## config.mk

```make
export PLATFORM = sky130hd
export DESIGN_NAME = log_record_stream_checker_top
export DESIGN_NICKNAME = d
export VERILOG_FILES = /design/src/design/lrsc_pkg.sv /design/src/design/lrsc_cfg_regs.sv /design/src/design/lrsc_core.sv /design/src/design/lrsc_res_fifo.sv /design/src/design/log_record_stream_checker_top.sv
export SDC_FILE = /design/constraint.sdc
export NUM_CORES = 2
export LEC_CHECK = 0
export BUFFER_PORTS_ARGS = -buffer_cell sky130_fd_sc_hd__buf_2
export CORE_ASPECT_RATIO = 1.2
export CORE_MARGIN = 1.5
export CORE_UTILIZATION = 25
export DETAILED_ROUTE_END_ITERATION = 6
export HOLD_SLACK_MARGIN = 0.06
export PLACE_DENSITY = 0.37
export SLEW_MARGIN = 10
export SYNTH_ARGS = -nofsm -noshare
export SYNTH_HDL_FRONTEND = slang
export SYNTH_SLANG_ARGS = --single-unit
```

## constraint.sdc

```tcl
create_clock -name clk -period 28.8 [get_ports clk]
set_clock_uncertainty 0.1 [all_clocks]
set_input_delay 5.76 -clock clk [delete_from_list [all_inputs] [get_ports clk]]
set_output_delay 5.76 -clock clk [all_outputs]
set_load 0.02 [all_outputs]
```

## src/design/lrsc_pkg.sv

```systemverilog
`timescale 1ns / 1ps

package lrsc_pkg;

  localparam int unsigned HDR_BYTES = 8;
  localparam int unsigned FIXED_BYTES = 17;
  localparam logic [31:0] FNV_BASIS = 32'd2166136261;
  localparam logic [31:0] FNV_PRIME = 32'd16777619;

  localparam logic [31:0] MAX_PAYLOAD_RST = 32'd1048576;
  localparam logic [7:0] PUT_TYPE_RST = 8'd0;
  localparam logic [7:0] DEL_TYPE_RST = 8'd1;

  localparam int unsigned RES_DEPTH = 4;
  localparam int unsigned RES_PTR_W = $clog2(RES_DEPTH);
  localparam int unsigned RES_CNT_W = $clog2(RES_DEPTH + 1);

  typedef enum logic [1:0] {
    CMD_START = 2'd0,
    CMD_DATA  = 2'd1,
    CMD_END   = 2'd2
  } cmd_t;

  typedef enum logic [1:0] {
    CFG_MAX_PAYLOAD = 2'd0,
    CFG_PUT_TYPE    = 2'd1,
    CFG_DEL_TYPE    = 2'd2
  } cfg_idx_t;

  typedef enum logic [1:0] {
    KIND_KEY    = 2'd0,
    KIND_VALUE  = 2'd1,
    KIND_ACCEPT = 2'd2,
    KIND_STOP   = 2'd3
  } kind_t;

  typedef enum logic [2:0] {
    ST_OK       = 3'd0,
    ST_END      = 3'd1,
    ST_OVERSIZE = 3'd2,
    ST_CHECKSUM = 3'd3,
    ST_SHORT    = 3'd4,
    ST_BAD_TYPE = 3'd5,
    ST_MISMATCH = 3'd6
  } status_t;

  typedef struct packed {
    logic [31:0] max_payload;
    logic [7:0]  put_type;
    logic [7:0]  del_type;
  } cfg_t;

  typedef struct packed {
    kind_t       kind;
    logic [7:0]  data;
    logic        is_delete;
    logic [63:0] seq;
    logic [31:0] klen;
    logic [31:0] vlen;
    status_t     status;
    logic        last;
  } result_t;

endpackage

```

## src/design/lrsc_cfg_regs.sv

```systemverilog
`timescale 1ns / 1ps

module lrsc_cfg_regs (
  input  logic               clk,
  input  logic               rst_n,
  input  logic               cfg_valid,
  output logic               cfg_ready,
  input  logic [1:0]         cfg_index,
  input  logic [31:0]        cfg_data,
  output lrsc_pkg::cfg_t     cfg
);
  import lrsc_pkg::*;

  cfg_t cfg_r;

  assign cfg_ready = 1'b1;
  assign cfg = cfg_r;

  always_ff @(posedge clk) begin
    if (!rst_n) begin
      cfg_r.max_payload <= MAX_PAYLOAD_RST;
      cfg_r.put_type    <= PUT_TYPE_RST;
      cfg_r.del_type    <= DEL_TYPE_RST;
    end else if (cfg_valid && cfg_ready) begin
      unique case (cfg_index)
        CFG_MAX_PAYLOAD: cfg_r.max_payload <= cfg_data;
        CFG_PUT_TYPE:    cfg_r.put_type    <= cfg_data[7:0];
        CFG_DEL_TYPE:    cfg_r.del_type    <= cfg_data[7:0];
        default: ;
      endcase
    end
  end

endmodule

```

## src/design/lrsc_core.sv

```systemverilog
`timescale 1ns / 1ps

module lrsc_core (
  input  logic              clk,
  input  logic              rst_n,
  input  logic              take,
  input  logic [1:0]        cmd,
  input  logic [7:0]        data_byte,
  input  lrsc_pkg::cfg_t    cfg,
  output logic [1:0]        push_cnt,
  output lrsc_pkg::result_t push0,
  output lrsc_pkg::result_t push1
);
  import lrsc_pkg::*;

  typedef enum logic [1:0] {
    PH_HEADER  = 2'd0,
    PH_PAYLOAD = 2'd1,
    PH_STOPPED = 2'd2
  } phase_t;

  localparam logic [2:0] HDR_LAST = 3'(HDR_BYTES - 1);
  localparam logic [31:0] FIXED_LEN = 32'(FIXED_BYTES);

  phase_t      phase_r, phase_nxt;
  logic [2:0]  hdr_cnt_r, hdr_cnt_nxt;
  logic [31:0] pay_len_r, pay_len_nxt;
  logic [31:0] exp_sum_r, exp_sum_nxt;
  logic [31:0] hash_r, hash_nxt;
  logic [31:0] pay_cnt_r, pay_cnt_nxt;
  logic [7:0]  type_r, type_nxt;
  logic [63:0] seq_r, seq_nxt;
  logic [31:0] key_r, key_nxt;
  logic [31:0] val_r, val_nxt;
  logic        fv_r, fv_nxt;

  logic        is_start, is_end, is_hdr, is_pay;
  logic        hdr_done, oversize, pay_end, data_go, verdict_go;
  kind_t       data_kind;
  status_t     v_st;
  result_t     data_res, verdict_res, stop_res;

  function automatic logic [31:0] fnv_step(input logic [31:0] h, input logic [7:0] b);
    logic [31:0] x;
    x = h ^ {24'h0, b};
    return x * FNV_PRIME;
  endfunction

  function automatic logic type_ok(input logic [7:0] t, input cfg_t c);
    return (t == c.put_type) || (t == c.del_type);
  endfunction

  function automatic logic len_ok(input logic [31:0] k, input logic [31:0] v,
                                  input logic [31:0] len);
    logic [33:0] total;
    total = 34'(FIXED_LEN) + 34'(k) + 34'(v);
    return total == 34'(len);
  endfunction

  assign is_start = take && (cmd == CMD_START);
  assign is_end   = take && (cmd == CMD_END) && (phase_r != PH_STOPPED);
  assign is_hdr   = take && (cmd == CMD_DATA) && (phase_r == PH_HEADER);
  assign is_pay   = take && (cmd == CMD_DATA) && (phase_r == PH_PAYLOAD);
  assign hdr_done = (hdr_cnt_r == HDR_LAST);
  assign oversize = pay_len_r > cfg.max_payload;
  assign pay_end  = (33'(pay_cnt_r) + 33'd1) == 33'(pay_len_r);
  assign data_go  = is_pay && fv_r && (pay_cnt_r >= FIXED_LEN);
  assign data_kind = ((pay_cnt_r - FIXED_LEN) < key_r) ? KIND_KEY : KIND_VALUE;

  // an empty payload gets its verdict right at the last header byte
  assign verdict_go = (is_hdr && hdr_done && !oversize && (pay_len_r == 32'd0)) ||
                      (is_pay && pay_end);

  // record registers
  always_comb begin
    pay_len_nxt = pay_len_r;
    exp_sum_nxt = exp_sum_r;
    hash_nxt    = hash_r;
    pay_cnt_nxt = pay_cnt_r;
    type_nxt    = type_r;
    seq_nxt     = seq_r;
    key_nxt     = key_r;
    val_nxt     = val_r;
    fv_nxt      = fv_r;
    if (is_start) begin
      pay_len_nxt = '0;
      exp_sum_nxt = '0;
      hash_nxt    = FNV_BASIS;
      pay_cnt_nxt = '0;
      type_nxt    = '0;
      seq_nxt     = '0;
      key_nxt     = '0;
      val_nxt     = '0;
      fv_nxt      = 1'b0;
    end else if (is_hdr) begin
      if (!hdr_cnt_r[2]) begin
        if (hdr_cnt_r[1:0] == 2'd0) pay_len_nxt = {24'h0, data_byte};
        else pay_len_nxt[{hdr_cnt_r[1:0], 3'b000} +: 8] = data_byte;
      end else begin
        if (hdr_cnt_r[1:0] == 2'd0) exp_sum_nxt = {24'h0, data_byte};
        else exp_sum_nxt[{hdr_cnt_r[1:0], 3'b000} +: 8] = data_byte;
      end
      if (hdr_done && !oversize) begin
        hash_nxt    = FNV_BASIS;
        pay_cnt_nxt = '0;
        type_nxt    = '0;
        seq_nxt     = '0;
        key_nxt     = '0;
        val_nxt     = '0;
        fv_nxt      = 1'b0;
      end
    end else if (is_pay) begin
      hash_nxt    = fnv_step(hash_r, data_byte);
      pay_cnt_nxt = pay_cnt_r + 32'd1;
      if (pay_cnt_r == 32'd0) begin
        type_nxt = data_byte;
      end else if (pay_cnt_r <= 32'd8) begin
        seq_nxt[{3'(pay_cnt_r - 32'd1), 3'b000} +: 8] = data_byte;
      end else if (pay_cnt_r <= 32'd12) begin
        key_nxt[{2'(pay_cnt_r - 32'd9), 3'b000} +: 8] = data_byte;
      end else if (pay_cnt_r <= 32'd16) begin
        val_nxt[{2'(pay_cnt_r - 32'd13), 3'b000} +: 8] = data_byte;
        if (pay_cnt_r == 32'd16) fv_nxt = type_ok(type_r, cfg) && len_ok(key_nxt, val_nxt, pay_len_r);
      end
    end
  end

  // verdict priority: checksum, short payload, type, lengths
  always_comb begin
    priority if (hash_nxt != exp_sum_nxt)       v_st = ST_CHECKSUM;
    else if (pay_len_nxt < FIXED_LEN)           v_st = ST_SHORT;
    else if (!type_ok(type_nxt, cfg))           v_st = ST_BAD_TYPE;
    else if (!len_ok(key_nxt, val_nxt, pay_len_nxt)) v_st = ST_MISMATCH;
    else                                        v_st = ST_OK;
  end

  always_comb begin
    data_res      = '0;
    data_res.kind = data_kind;
    data_res.data = data_byte;
    data_res.last = !verdict_go;

    verdict_res = '0;
    verdict_res.last = 1'b1;
    if (v_st == ST_OK) begin
      verdict_res.kind      = KIND_ACCEPT;
      verdict_res.is_delete = (type_nxt != cfg.put_type);
      verdict_res.seq       = seq_nxt;
      verdict_res.klen      = key_nxt;
      verdict_res.vlen      = val_nxt;
      verdict_res.status    = ST_OK;
    end else begin
      verdict_res.kind   = KIND_STOP;
      verdict_res.status = v_st;
    end

    stop_res        = '0;
    stop_res.kind   = KIND_STOP;
    stop_res.last   = 1'b1;
    stop_res.status = oversize ? ST_OVERSIZE : ST_END;
  end

  // sequencing and result slots
  always_comb begin
    phase_nxt   = phase_r;
    hdr_cnt_nxt = hdr_cnt_r;
    push_cnt    = 2'd0;
    push0       = data_res;
    push1       = verdict_res;
    if (is_start) begin
      phase_nxt   = PH_HEADER;
      hdr_cnt_nxt = '0;
    end else if (is_end) begin
      phase_nxt   = PH_STOPPED;
      push_cnt    = 2'd1;
      push0       = stop_res;
      push0.status = ST_END;
    end else if (is_hdr) begin
      hdr_cnt_nxt = hdr_cnt_r + 3'd1;
      if (hdr_done) begin
        if (oversize) begin
          phase_nxt = PH_STOPPED;
          push_cnt  = 2'd1;
          push0     = stop_res;
        end else begin
          phase_nxt = PH_PAYLOAD;
        end
      end
    end else if (is_pay) begin
      if (data_go) push_cnt = 2'd1;
    end
    if (verdict_go) begin
      phase_nxt = (v_st == ST_OK) ? PH_HEADER : PH_STOPPED;
      if (v_st == ST_OK) hdr_cnt_nxt = '0;
      if (data_go) begin
        push_cnt = 2'd2;
      end else begin
        push_cnt = 2'd1;
        push0    = verdict_res;
      end
    end
  end

  always_ff @(posedge clk) begin
    if (!rst_n) begin
      phase_r   <= PH_HEADER;
      hdr_cnt_r <= '0;
      pay_len_r <= '0;
      exp_sum_r <= '0;
      hash_r    <= FNV_BASIS;
      pay_cnt_r <= '0;
      type_r    <= '0;
      seq_r     <= '0;
      key_r     <= '0;
      val_r     <= '0;
      fv_r      <= 1'b0;
    end else begin
      phase_r   <= phase_nxt;
      hdr_cnt_r <= hdr_cnt_nxt;
      pay_len_r <= pay_len_nxt;
      exp_sum_r <= exp_sum_nxt;
      hash_r    <= hash_nxt;
      pay_cnt_r <= pay_cnt_nxt;
      type_r    <= type_nxt;
      seq_r     <= seq_nxt;
      key_r     <= key_nxt;
      val_r     <= val_nxt;
      fv_r      <= fv_nxt;
    end
  end

endmodule

```

## src/design/lrsc_res_fifo.sv

```systemverilog
`timescale 1ns / 1ps

module lrsc_res_fifo (
  input  logic              clk,
  input  logic              rst_n,
  input  logic [1:0]        push_cnt,
  input  lrsc_pkg::result_t push0,
  input  lrsc_pkg::result_t push1,
  output logic              room,
  output logic              head_valid,
  input  logic              head_stall,
  output lrsc_pkg::result_t head,
  output logic [lrsc_pkg::RES_CNT_W-1:0] level
);
  import lrsc_pkg::*;

  result_t                mem [RES_DEPTH];
  logic [RES_PTR_W-1:0]   wr_ptr_r, rd_ptr_r;
  logic [RES_CNT_W-1:0]   cnt_r;
  logic                   pop;

  // room for the worst case of two results from one transaction
  assign room       = cnt_r <= RES_CNT_W'(RES_DEPTH - 2);
  assign head_valid = cnt_r != '0;
  assign head       = mem[rd_ptr_r];
  assign pop        = head_valid && !head_stall;
  assign level      = cnt_r;

  always_ff @(posedge clk) begin
    if (push_cnt != 2'd0) mem[wr_ptr_r] <= push0;
    if (push_cnt == 2'd2) mem[wr_ptr_r + RES_PTR_W'(1)] <= push1;
  end

  always_ff @(posedge clk) begin
    if (!rst_n) begin
      wr_ptr_r <= '0;
      rd_ptr_r <= '0;
      cnt_r    <= '0;
    end else begin
      wr_ptr_r <= wr_ptr_r + RES_PTR_W'(push_cnt);
      rd_ptr_r <= rd_ptr_r + RES_PTR_W'(pop);
      cnt_r    <= cnt_r + RES_CNT_W'(push_cnt) - RES_CNT_W'(pop);
    end
  end

endmodule

```

## src/design/log_record_stream_checker_top.sv

```systemverilog
`timescale 1ns / 1ps

// Write-ahead log checker, one log byte per transaction. Each accepted byte is
// held in an input register and processed from there (header assembly,
// FNV-1a-32 update, field capture, verdict), its results going into a
// four-entry result queue whose head drives the out_ ports, so each result is
// registered in the queue after the input register. Sustained rate is one byte
// per cycle while the queue has room; the input stalls while the queue holds
// more than two results, as the last payload byte of a record with a key or
// value byte pushes two. The configuration port is always ready; the user
// must write registers only while no transaction is in flight (not enforced).
module log_record_stream_checker_top (
  input  logic        clk,
  input  logic        rst_n,
  input  logic        in_valid,
  output logic        in_stall,
  input  logic [1:0]  in_cmd,
  input  logic [7:0]  in_data_byte,
  output logic        out_valid,
  input  logic        out_stall,
  output logic [1:0]  out_kind,
  output logic [7:0]  out_out_byte,
  output logic        out_is_delete,
  output logic [63:0] out_sequence_number,
  output logic [31:0] out_key_length,
  output logic [31:0] out_value_length,
  output logic [2:0]  out_status,
  output logic        out_last,
  input  logic        cfg_valid,
  output logic        cfg_ready,
  input  logic [1:0]  cfg_index,
  input  logic [31:0] cfg_data
);
  import lrsc_pkg::*;

  logic        in_vld_r;
  logic [1:0]  in_cmd_r;
  logic [7:0]  in_byte_r;
  logic        take, room;
  cfg_t        cfg;
  logic [1:0]  push_cnt;
  result_t     push0, push1, head;
  logic [RES_CNT_W-1:0] level;

  assign take     = in_vld_r && room;
  assign in_stall = in_vld_r && !room;

  always_ff @(posedge clk) begin
    if (!rst_n) begin
      in_vld_r <= 1'b0;
    end else if (!in_stall) begin
      in_vld_r <= in_valid;
    end
  end

  always_ff @(posedge clk) begin
    if (in_valid && !in_stall) begin
      in_cmd_r  <= in_cmd;
      in_byte_r <= in_data_byte;
    end
  end

  lrsc_cfg_regs u_cfg (
    .clk       (clk),
    .rst_n     (rst_n),
    .cfg_valid (cfg_valid),
    .cfg_ready (cfg_ready),
    .cfg_index (cfg_index),
    .cfg_data  (cfg_data),
    .cfg       (cfg)
  );

  lrsc_core u_core (
    .clk       (clk),
    .rst_n     (rst_n),
    .take      (take),
    .cmd       (in_cmd_r),
    .data_byte (in_byte_r),
    .cfg       (cfg),
    .push_cnt  (push_cnt),
    .push0     (push0),
    .push1     (push1)
  );

  lrsc_res_fifo u_fifo (
    .clk        (clk),
    .rst_n      (rst_n),
    .push_cnt   (push_cnt),
    .push0      (push0),
    .push1      (push1),
    .room       (room),
    .head_valid (out_valid),
    .head_stall (out_stall),
    .head       (head),
    .level      (level)
  );

  assign out_kind            = head.kind;
  assign out_out_byte        = head.data;
  assign out_is_delete       = head.is_delete;
  assign out_sequence_number = head.seq;
  assign out_key_length      = head.klen;
  assign out_value_length    = head.vlen;
  assign out_status          = head.status;
  assign out_last            = head.last;

`ifndef NO_ASSERTIONS
  // queue never overflows given the room check on the input side
  a_no_overflow: assert property (@(posedge clk) disable iff (!rst_n)
    push_cnt != 2'd0 |-> $past(room) || level <= RES_CNT_W'(RES_DEPTH - 2))
    else $error("result queue pushed without room");

  a_level_bound: assert property (@(posedge clk) disable iff (!rst_n)
    level <= RES_CNT_W'(RES_DEPTH))
    else $error("result queue level out of range");

  // verdicts always close the transaction's results
  a_verdict_last: assert property (@(posedge clk) disable iff (!rst_n)
    out_valid && (out_kind == KIND_ACCEPT || out_kind == KIND_STOP) |-> out_last)
    else $error("verdict result not marked last");

  a_stop_status: assert property (@(posedge clk) disable iff (!rst_n)
    out_valid && out_kind == KIND_STOP |-> out_status != ST_OK)
    else $error("stop result without error status");
`endif

endmodule
```

==> results.py <==
metrics = {
    "die": {
        "num_rows": 189,
        "die_w_um": 432.9,
        "core_mm2": 0.2206,
        "initial_utilization_pct": 25.13,
        "die_area_mm2": 0.2246,
        "pin_count": 195,
        "die_y_um": 518.9,
    },
    "worst_setup_path": {
        "rr_startpoint": "in_cmd_r[0]",
        "worstSetupPathType": "reg -> reg",
        "ff2ff_path_depth": 31,
        "setup.worst_path.end_class": "flip-flop",
        "cp_slowest_stage_delay_ns": 0.69,
        "cp_max_fo": 50,
        "critPathArrivalTime_ns": 12.30,
        "worst-r2r-setup-slack_ns": 16.98,
        "cp-start-kind": "flip-flop",
        "crit_required_ns": 29.28,
        "path_common_cell": "buf_4",
        "worstReg2RegEnd": "u_fifo.mem[2][17]",
        "critical_path.slowest_cell": "nand4_1",
    },
    "global_routing": {
        "track_usage_pct": 19.63,
        "grt_max_degree": 136,
        "grt_overflow": 0,
        "grt_pass1_vias": 43660,
        "grt_first_pass_wirelength_mm": 321.6,
        "antenna_found_initial": 19,
    },
    "timing": {
        "rsz0062_at_grt": "no",
        "setup_viol": 0,
        "worst_slack_ns": 16.98,
        "slew_headroom_pct": 22.60,
        "drv_slew": 0,
        "min_period_over_period_pct": 41.03,
        "min_period_ns": 11.82,
        "hold_viol": 0,
        "fmax_mhz": 84.62,
        "tns_ns": 0,
        "worst_pin_slew_ns": 1.156,
    },
    "logic_synthesis": {
        "synth_edf_count": 542,
        "seq_area_frac_synth_pct": 42.57,
        "syn-num-nets": 6186,
        "ys_types": 85,
        "synth_flop_cell": "edfxtp_1",
        "ys_ff_latch": 908,
        "async_flop_share_pct": 0,
        "yosysWarningCount": 0,
        "synthCells": 5726,
        "synth_area_mm2": 0.05545,
        "synth_area_per_cell_um2": 9.684,
    },
    "layout": {
        "layout_commonest_cell": "nor2_1",
        "layout.nets": 6271,
        "area_growth_pct": 14.56,
        "final_cell_mix": "nor2_1, edfxtp_1, nand2_1, dfxtp_1",
        "design_area_mm2": 0.06352,
        "drive_gt1_share_pct": 12.18,
        "fillers": 23280,
    },
    "routing": {
        "wl_per_cell_um": 25.43,
        "drc": 0,
        "vias": 44280,
        "dr.pass1.iters": 6,
        "wl_mm": 225.5,
        "drtIter0Drc": 3238,
        "ant_nets": 0,
        "vias_per_cell": 4.993,
    },
    "clock_tree": {
        "cts_setup_buffers": 0,
        "cts_sinks": 908,
        "cts-hold-fix-buffers": 0,
        "path_clk_slew_ns": 0.07,
        "numCtsBuffers": 110,
        "cts_tree": "yes",
        "clock_latency_ns": 0.78,
        "clockBufferDepth": 3,
        "h-tree-depth": 3,
        "cts_resized": 0,
        "cts-root-buf": "clkbuf_16",
    },
    "pwr": {
        "pwr_density_cell_mw_per_mm2": 58.36,
        "ir_worst_vdd_v": 0.00005564,
        "power_leakage_nw": 23.04,
        "p_total_mw": 3.708,
    },
    "place": {
        "pre_cts_ws_ns": 17.05,
        "dpl-instance-area_mm2": 0.05987,
        "hpwl_mm": 161.8,
        "numPortBuffers": 193,
        "finalWeightedCongestion": 0.9177,
    },
    "worst_hold_path": {
        "holdCritPathClass": "reg -> reg",
        "min_from": "u_cfg.cfg[30]",
        "holdPathStages": 2,
        "holdPathEnd": "u_cfg.cfg[30]",
    },
    "flow_run": {
        "cap_violations": 0,
    },
    "run_status": {
        "status": "finished, final reports clean",
    },
}
how the worst max path moves through the flow:
stage                    startpoint           endpoint
5_1_grt                 in_cmd_r[0]  u_fifo.mem[2][20]
3_3_place_gp            in_cmd_r[0]  u_fifo.mem[2][19]
3_5_place_dp            in_cmd_r[0]  u_fifo.mem[2][14]
2_1_floorplan  u_core.pay_len_r[29]  u_fifo.mem[2][23]
6_report                in_cmd_r[0]  u_fifo.mem[2][17]
4_1_cts                 in_cmd_r[0]  u_fifo.mem[2][21]
final cells by class:
class	instances	area (um2)	area share [%]
clock buffers	148	2978	4.688
clock inverters	58	664.4	1.046
well taps	2960	3704	5.830
inverters	339	1297	2.043
flip-flops and latches	908	23610	37.17
multi-input cells	4133	29340	46.18
diodes	4	10.01	0.01576
repair buffers	319	1924	3.029
kinds of logic (layout without fill, tap and decap cells):
group / count (synthesis) / count (layout) / share of synthesized area, %
xor gates and xnor gates: 299 / 299 / 4.773
AOI/OAI and AO/OA: 937 / 937 / 11.03
buffers and inverters: 685 / 864 / 4.734
other: 1 / 5 / 0.006763
and+or+nand+nor: 2204 / 2204 / 18.19
DFF: 908 / 908 / 42.57
adders and majority gates: 411 / 411 / 10.32
muxes: 281 / 281 / 8.385
critical path, delay by kind of cell (launching register included):
family                     cells  cell delay, ns
and+or+nand+nor               18            7.11
AOI/OAI and AO/OA              5            1.46
buffers and inverters          4            1.33
DFF                            1            0.56
adders and majority gates      2            0.55
xor gates and xnor gates       1            0.18
muxes                          1            0.16
power breakdown:
group / leakage, nW / internal (mW) / switching (mW)
Combinational: 13.7 / 0.328 / 0.542
Sequential: 7.62 / 1.38 / 0.0313
Clock: 1.75 / 0.818 / 0.607
Total: 23.0 / 2.53 / 1.18
synthesized netlist by cell type, types with 100 or more instances:
cell type  number  area share [%]
a21oi_1       242             2.2
clkbuf_1      267             1.8
dfxtp_1       366              13
edfxtp_1      542              29
ha_1          334             7.5
inv_1         339             2.3
mux2i_1       100             1.8
mux4_2        143             5.8
nand2_1       501             3.4
nand3_1       111             1.0
nor2_1        973             6.6
nor3_1        108            0.97
o21ai_0       191             1.7
xnor2_1       200             3.2
per-stage QoR:
step	hold WS [ns]	util [%]	instances
floorplan	0.3317	-	5726
CTS	0.3569	28.79	8865
detailed placement	0.3486	27.13	8659
finish	0.3541	28.79	8869
global placement	0.3479	27.13	8659
global route	0.3767	28.79	8866
state kept, by name (all words and copies together) (netlist names), 8 cells and up:
| signal | flops |
|---|---|
| in_byte_r | 8 |
| u_cfg.cfg | 48 |
| u_core.exp_sum_r | 32 |
| u_core.hash_r | 32 |
| u_core.key_r | 32 |
| u_core.pay_cnt_r | 32 |
| u_core.pay_len_r | 32 |
| u_core.seq_r | 64 |
| u_core.type_r | 8 |
| u_core.val_r | 32 |
| u_fifo.mem | 572 |
routing by layer:
| metal | share of wire [%] | vias to the layer above | global-route usage [%] |
|---|---|---|---|
| met5 | 0.013 | - | 0 |
| met4 | 3.3 | 4 | 6.457 |
| met3 | 4.8 | 299 | 2.418 |
| met2 | 48 | 1243 | 32.70 |
| met1 | 44 | 22140 | 26.18 |
| li1 | - | 20600 | - |
Power figures use the tool's default switching activity.
